### config.mk
export PLATFORM = sky130hd
export DESIGN_NAME = fed_dly_red
export DESIGN_NICKNAME = d
export VERILOG_FILES = /design/src/sv/feedback_echo_delay_defines.svh /design/src/sv/fed_pkg.sv /design/src/sv/fed_dly_red.sv
export SDC_FILE = /design/constraint.sdc
export NUM_CORES = 1
export LEC_CHECK = 0
export BUFFER_PORTS_ARGS = -buffer_cell sky130_fd_sc_hd__buf_2
export CELL_PAD_IN_SITES_DETAIL_PLACEMENT = 2
export CELL_PAD_IN_SITES_GLOBAL_PLACEMENT = 2
export CORE_MARGIN = 2
export CORE_UTILIZATION = 39
export DETAILED_ROUTE_END_ITERATION = 8
export PLACE_DENSITY = 0.93
export SETUP_SLACK_MARGIN = 0.2
export SLEW_MARGIN = 0
export SYNTH_ARGS = -nofsm -noshare
export SYNTH_HDL_FRONTEND = slang
export SYNTH_SLANG_ARGS = --single-unit
### constraint.sdc
create_clock -name clk_i -period 2.3 [get_ports clk_i]
set_input_delay 0.345 -clock clk_i [delete_from_list [all_inputs] [get_ports clk_i]]
set_output_delay 0.345 -clock clk_i [all_outputs]
set_load 0.02 [all_outputs]
### src/sv/feedback_echo_delay_defines.svh
// ----------------------------------------------------------------------------
// Feedback echo delay assertion macros
// Shared concurrent assertion forms, clocked on clk_i, disabled in reset.
// ----------------------------------------------------------------------------
`ifndef FEEDBACK_ECHO_DELAY_DEFINES_SVH
`define FEEDBACK_ECHO_DELAY_DEFINES_SVH

// Check a condition at every clock edge out of reset.
`define FED_ASSERT(lbl, cond, msg) \
  lbl: assert property (@(posedge clk_i) disable iff (!rst_ni) (cond)) else $error(msg);

// Check a same-cycle implication.
`define FED_ASSERT_IMP(lbl, ante, cons, msg) \
  lbl: assert property (@(posedge clk_i) disable iff (!rst_ni) (ante) |-> (cons)) \
    else $error(msg);

// Check a next-cycle implication.
`define FED_ASSERT_NXT(lbl, ante, cons, msg) \
  lbl: assert property (@(posedge clk_i) disable iff (!rst_ni) (ante) |=> (cons)) \
    else $error(msg);

`endif

### src/sv/fed_pkg.sv
// ----------------------------------------------------------------------------
// Feedback echo delay package
// Widths, register indexes, reset values and the Q1.15 round/saturate helper.
// ----------------------------------------------------------------------------
`default_nettype none

package fed_pkg;

  localparam int DATA_W    = 16;
  localparam int GAIN_W    = 16;
  localparam int DLY_W     = 17;
  localparam int CFG_IDX_W = 2;
  localparam int CFG_W     = 17;
  localparam int PROD_W    = 33;
  localparam int SUM_W     = 34;
  localparam int Q_SHIFT   = 15;
  localparam int ROUND_HALF = 16384;

  localparam int BUFFER_DEPTH_DEF = 131072;

  localparam logic [GAIN_W-1:0] GAIN_RESET  = 16'd16384;
  localparam int                DELAY_RESET = 22050;

  localparam logic [CFG_IDX_W-1:0] REG_DRY_GAIN = 2'd0;
  localparam logic [CFG_IDX_W-1:0] REG_WET_GAIN = 2'd1;
  localparam logic [CFG_IDX_W-1:0] REG_FB_GAIN  = 2'd2;
  localparam logic [CFG_IDX_W-1:0] REG_DELAY    = 2'd3;

  localparam int SAT_MAX = 32767;
  localparam int SAT_MIN = -32768;

  function automatic logic signed [DATA_W-1:0] round_sat(input logic signed [SUM_W-1:0] s);
    logic signed [SUM_W:0]         t;
    logic signed [SUM_W-Q_SHIFT:0] sh;
    logic signed [DATA_W-1:0]      r;
    t  = {s[SUM_W-1], s} + (SUM_W+1)'(ROUND_HALF);
    sh = t[SUM_W:Q_SHIFT];
    if (sh > SAT_MAX) begin
      r = DATA_W'(SAT_MAX);
    end else if (sh < SAT_MIN) begin
      r = DATA_W'(SAT_MIN);
    end else begin
      r = sh[DATA_W-1:0];
    end
    return r;
  endfunction

endpackage

`default_nettype wire

### src/sv/fed_dly_red.sv
// ----------------------------------------------------------------------------
// Delay reduction unit
// Reduce a written delay modulo the buffer depth by reciprocal multiplication,
// quotient, remainder and final correction, each in its own registered step.
// ----------------------------------------------------------------------------
`default_nettype none

module fed_dly_red #(
  parameter int BUFFER_DEPTH = fed_pkg::BUFFER_DEPTH_DEF,
  parameter int PTR_W        = $clog2(BUFFER_DEPTH)
) (
  input  logic                      clk_i,
  input  logic                      rst_ni,
  input  logic                      load_i,
  input  logic [fed_pkg::DLY_W-1:0] value_i,
  output logic                      busy_o,
  output logic [PTR_W-1:0]          delay_o
);

  import fed_pkg::*;

  localparam int CW      = ((DLY_W > PTR_W) ? DLY_W : PTR_W) + 1;
  localparam int MUL_W   = 2 * DLY_W;
  localparam int RST_MOD = DELAY_RESET % BUFFER_DEPTH;

  localparam logic [DLY_W-1:0] RECIP     = DLY_W'((longint'(1) << DLY_W) / BUFFER_DEPTH);
  localparam logic [CW-1:0]    DEPTH_EXT = CW'(BUFFER_DEPTH);

  logic [DLY_W-1:0] val_q, val_d;
  logic [DLY_W-1:0] quo_q, quo_d;
  logic [CW-1:0]    rem_q, rem_d;
  logic [2:0]       stage_q, stage_d;
  logic [MUL_W-1:0] prod;
  logic [CW-1:0]    back;

  // Quotient estimate is exact or one low; one compare and subtract fixes it
  always_comb begin
    prod    = MUL_W'(val_q) * MUL_W'(RECIP);
    back    = CW'(quo_q) * DEPTH_EXT;
    val_d   = val_q;
    quo_d   = quo_q;
    rem_d   = rem_q;
    stage_d = {stage_q[1:0], 1'b0};
    if (stage_q[0]) begin
      quo_d = prod[MUL_W-1:DLY_W];
    end
    if (stage_q[1]) begin
      rem_d = CW'(val_q) - back;
    end
    if (stage_q[2] && (rem_q >= DEPTH_EXT)) begin
      rem_d = rem_q - DEPTH_EXT;
    end
    if (load_i) begin
      val_d   = value_i;
      stage_d = 3'b001;
    end
  end

  always_ff @(posedge clk_i or negedge rst_ni) begin
    if (!rst_ni) begin
      val_q   <= '0;
      quo_q   <= '0;
      rem_q   <= CW'(RST_MOD);
      stage_q <= '0;
    end else begin
      val_q   <= val_d;
      quo_q   <= quo_d;
      rem_q   <= rem_d;
      stage_q <= stage_d;
    end
  end

  assign busy_o  = |stage_q;
  assign delay_o = PTR_W'(rem_q);

endmodule

`default_nettype wire

=== Yosys cells after proc, flatten, opt, wreduce, memory -nomap -nowiden ===
Index checks and enable logic that the tools add are counted.
Widths: inputs -> output; s select.

* Bits in registers: 38
* Bits of input ports: 20
* Output and inout bits: 18
* Logic and storage cells: 11

* Add/subtract/negate cells: 1
* Magnitude comparators: 1
* Multiplexer cells: 3
* Reductions and logical operators: 3

{| class="wikitable"
|+ Operator list
! kind !! number
|-
| $mux 18 || 2
|-
| $ge 18x18->1 const B || 1
|-
| $sub 18x18->18 const B || 1
|-
| $mux 3 || 1
|-
| $reduce_or 3->1 || 1
|-
| $reduce_bool 2->1 || 1
|-
| $logic_and 1x1->1 || 1
|}

=== Logic depth before layout (Yosys ltp) ===
* Depth in word-level cells: 3
* Gate-level depth with buffers: 3
* Depth with buffers taken out: 2

=== Worst setup path after synthesis ===
No wires, ideal clock.

* Path kind: reg-to-reg
* Start: register rem_q[17]
* End: register rem_q[0]
* Setup time: 125 ps
* Arrival time: 1131 ps
* Required time: 2175 ps
* Slack: 1044 ps
* Stages on the path, launching flop included: 4
* Buffers on the path: 1
* Clock period less this slack: 1256 ps
* Cell sequence: dfrtp_1 > a21boi_4 > buf_12 > mux2_4

* Cells in the longest elaborated chain, start to end: 3
* Elaborated cells on any way between the ends: 4
* Classes of those cells: order compare (1); mux (1); reduce/logical (2)

{| class="wikitable"
|+ RTL lines
! item !! line !! source
|-
| start, declared || fed_dly_red.sv:31 || <nowiki>logic [CW-1:0] rem_q, rem_d;</nowiki>
|-
| start signal, assigned || fed_dly_red.sv:63 || <nowiki>rem_q <= CW'(RST_MOD);</nowiki>
|-
| start signal, assigned || fed_dly_red.sv:68 || <nowiki>rem_q <= rem_d;</nowiki>
|-
| $ge 18x18->1 (*) || fed_dly_red.sv:50 || <nowiki>if (stage_q[2] && (rem_q >= DEPTH_EXT)) begin</nowiki>
|-
| $logic_and 1x1->1 (*) || fed_dly_red.sv:50 ||
|-
| $mux 18 / $reduce_bool 2->1 (equally long branches) || - ||
|}

Every way passes the cells marked *; elsewhere a longest branch is shown, timed or not.
A chain may end at the register's enable or synchronous reset.

=== Final worst setup path ===
* Start: register stage_q[2]
* End: register rem_q[4]

* Cells in the longest elaborated chain, start to end: 2
* Elaborated cells on any way between the ends: 3
* Classes of those cells: mux (1); reduce/logical (2)

{| class="wikitable"
|+ RTL lines
! item !! line !! source
|-
| start, declared || fed_dly_red.sv:32 || <nowiki>logic [2:0] stage_q, stage_d;</nowiki>
|-
| start signal, assigned || fed_dly_red.sv:69 || <nowiki>stage_q <= stage_d;</nowiki>
|-
| $logic_and 1x1->1 (*) || fed_dly_red.sv:50 ||
|-
| $mux 18 / $reduce_bool 2->1 (equally long branches) || - ||
|}

Marked as above.

==> out/metrics.cfg <==
[synth]
yosysTopAreaCellShare = 0.5055
synth_edf_count = 0
yosys_register_bits = 38
synth-async-reset-ratio = 1.000
yosysMostFrequentCell = dfrtp_1
synth_cell_types = 11
synth_top_area_cell = dfrtp_1
synth_area_um2 = 1584
netlist_top_cells_area = dfrtp_1 (51%), mux2_2 (17%), dfstp_2 (10%)
syn_nets = 117
ys.warnings.count = 0
yosysSeqAreaShare = 0.6051
syn_area_per_cell_um2 = 16.33
ys_top_cells_by_count = dfrtp_1 (32), mux2_2 (24), buf_4 (18)
synth_ff_type = dfrtp_1
synthCells = 97

[clocking]
h-tree-depth = 2
post_cts_resized = 0
clkTransAtPathRegs_ns = 0.07
cts_tree = yes
clk_path_buf_depth = 2
ctsHoldBuffers = 0
cts_setup_buffers = 0
root_buffer = clkbuf_8
cts_sinks = 38
cts_buffers = 5
insertion_delay_ns = 0.28

[job]
drv_cap = 0

[power]
p_per_area_nw_per_um2 = 882.7
power.leakage_nw = 0.8129
peakVddDrop_mv = 0.4821

[finish]
drive_gt1_frac = 0.6803
multiInputGateArea_um2 = 465.4
seqCellArea_um2 = 958.4
num_antenna_cells = 0
nFillCells = 376
final_cells = 172
areaGrowthSynthToFinish_pct = 10.58
post-route-util = 0.4443
layout.nets = 141

[timing]
hold_violations = 0
rsz0062_at_grt = no
max_freq_mhz = 618.0
hold_slack_ns = 0.1498
fin_skew_ns = 0.009286
finalSetupTns_ns = 0
finalCritPeriodShare = 0.7035
relSlewSlack = 0.4658
worst_slew_pin_slew_ns = 0.8013
setup_ws_ns = 0.6820
drv_slew = 0
period_minus_slack_ns = 1.618
finalSetupViolCount = 0

[critical_path]
cp_max_fo = 17
start_kind = flop
critical_path_arrival_ns = 1.78
crit_type = reg2reg
critPathRequiredTime_ns = 2.46
r2r_slack_ns = 0.68
end_kind = flop

[placement]
post-dp-hpwl_um = 1995
placedCellCount = 164
place.gp.congestion = 0.6077
dp_slack_ns = 0.6673
portBuffers = 37

[floorplanning]
die_w_um = 67.73
start_util = 0.4018
row_count = 23
io_pins = 38
fp.coreArea_um2 = 3943
dieArea_um2 = 4587
die_height_um = 67.73

[global_route]
grt_pass1_vias = 925
antenna_found_initial = 0
grt_overflow = 0
track_usage = 0.1485
grt_max_degree = 39
grt_pass1_wl_um = 4623

[worst_hold_path]
hp-class = in2async

[drt]
vias_per_cell = 4.663
firstDrtPassIters = 4
antenna_left = 0
drt_iter0_drc = 10
wirelength_um = 2803
wire_per_inst_um = 16.30
dr_total_vias = 802
drcViolationCount = 0

[run_status]
status = complete, no violations

-- state kept, by name (all words and copies together) (netlist names) --
register  flops
val_q        17
stage_q       3
rem_q        18
-- placed cells by master (no fill, tap or decap) --
master / n
a21boi_4: 1
mux2_4: 10
nor2b_1: 2
nor3b_1: 1
dfrtp_1: 32
mux2_2: 24
or3_1: 1
clkbuf_8: 5
dfstp_2: 6
clkbuf_1: 3
buf_2: 37
-- layout make-up --
class,instances,share of cell area
repair buffers,37,0.1057
flip-flops and latches,38,0.5471
multi-input cells,39,0.2657
well taps,50,0.03571
clock buffers,8,0.04571
-- per-stage QoR --
| stage | cell area, um^2 | total power [W] |
|---|---|---|
| finish | 1752 | 0.001546 |
| global route | 1752 | 0.001639 |
| CTS | 1752 | 0.001577 |
| detailed placement | 1672 | 0.001146 |
| global placement | 1672 | 0.001123 |
| floorplan | 1584 | 0.001110 |
-- power by group --
part           switching (W)  internal [W]
sequential         0.0000510      0.000774
clock               0.000205      0.000215
combinational       0.000155      0.000147
-- cell families after synthesis --
group / Yosys count / share of synthesized area
buffers and inverters: 20 / 0.1011
muxes: 34 / 0.2654
AOI/OAI and AO/OA: 1 / 0.01185
DFF: 38 / 0.6051
and+or+nand+nor: 4 / 0.01659
-- worst paths after layout --
kind / from / cells past startpoint / to
max: stage_q[2] / 2 / rem_q[4]
min: rst_ni / 1 / val_q[14]
max reg2reg: stage_q[2] / 2 / rem_q[4]
min reg2reg: rem_q[13] / 1 / rem_q[13]
max in group asynchronous: rst_ni / 1 / val_q[9]
min in group clk_i: value_i[3] / 2 / val_q[3]
-- critical path: stages, from the launching register on --
cell,delay (ns)
dfrtp_1,0.43
a21boi_4,0.65
mux2_2,0.42
-- metal layers --
layer	vias up	global-route usage	share of wire
met1	409	0.1705	0.39
met3	4	0.04500	0.039
met2	27	0.2488	0.55
li1	362	-	-
met5	-	0	0
met4	0	0.07653	0.015
Note: power is estimated with default switching activity, not from simulation.
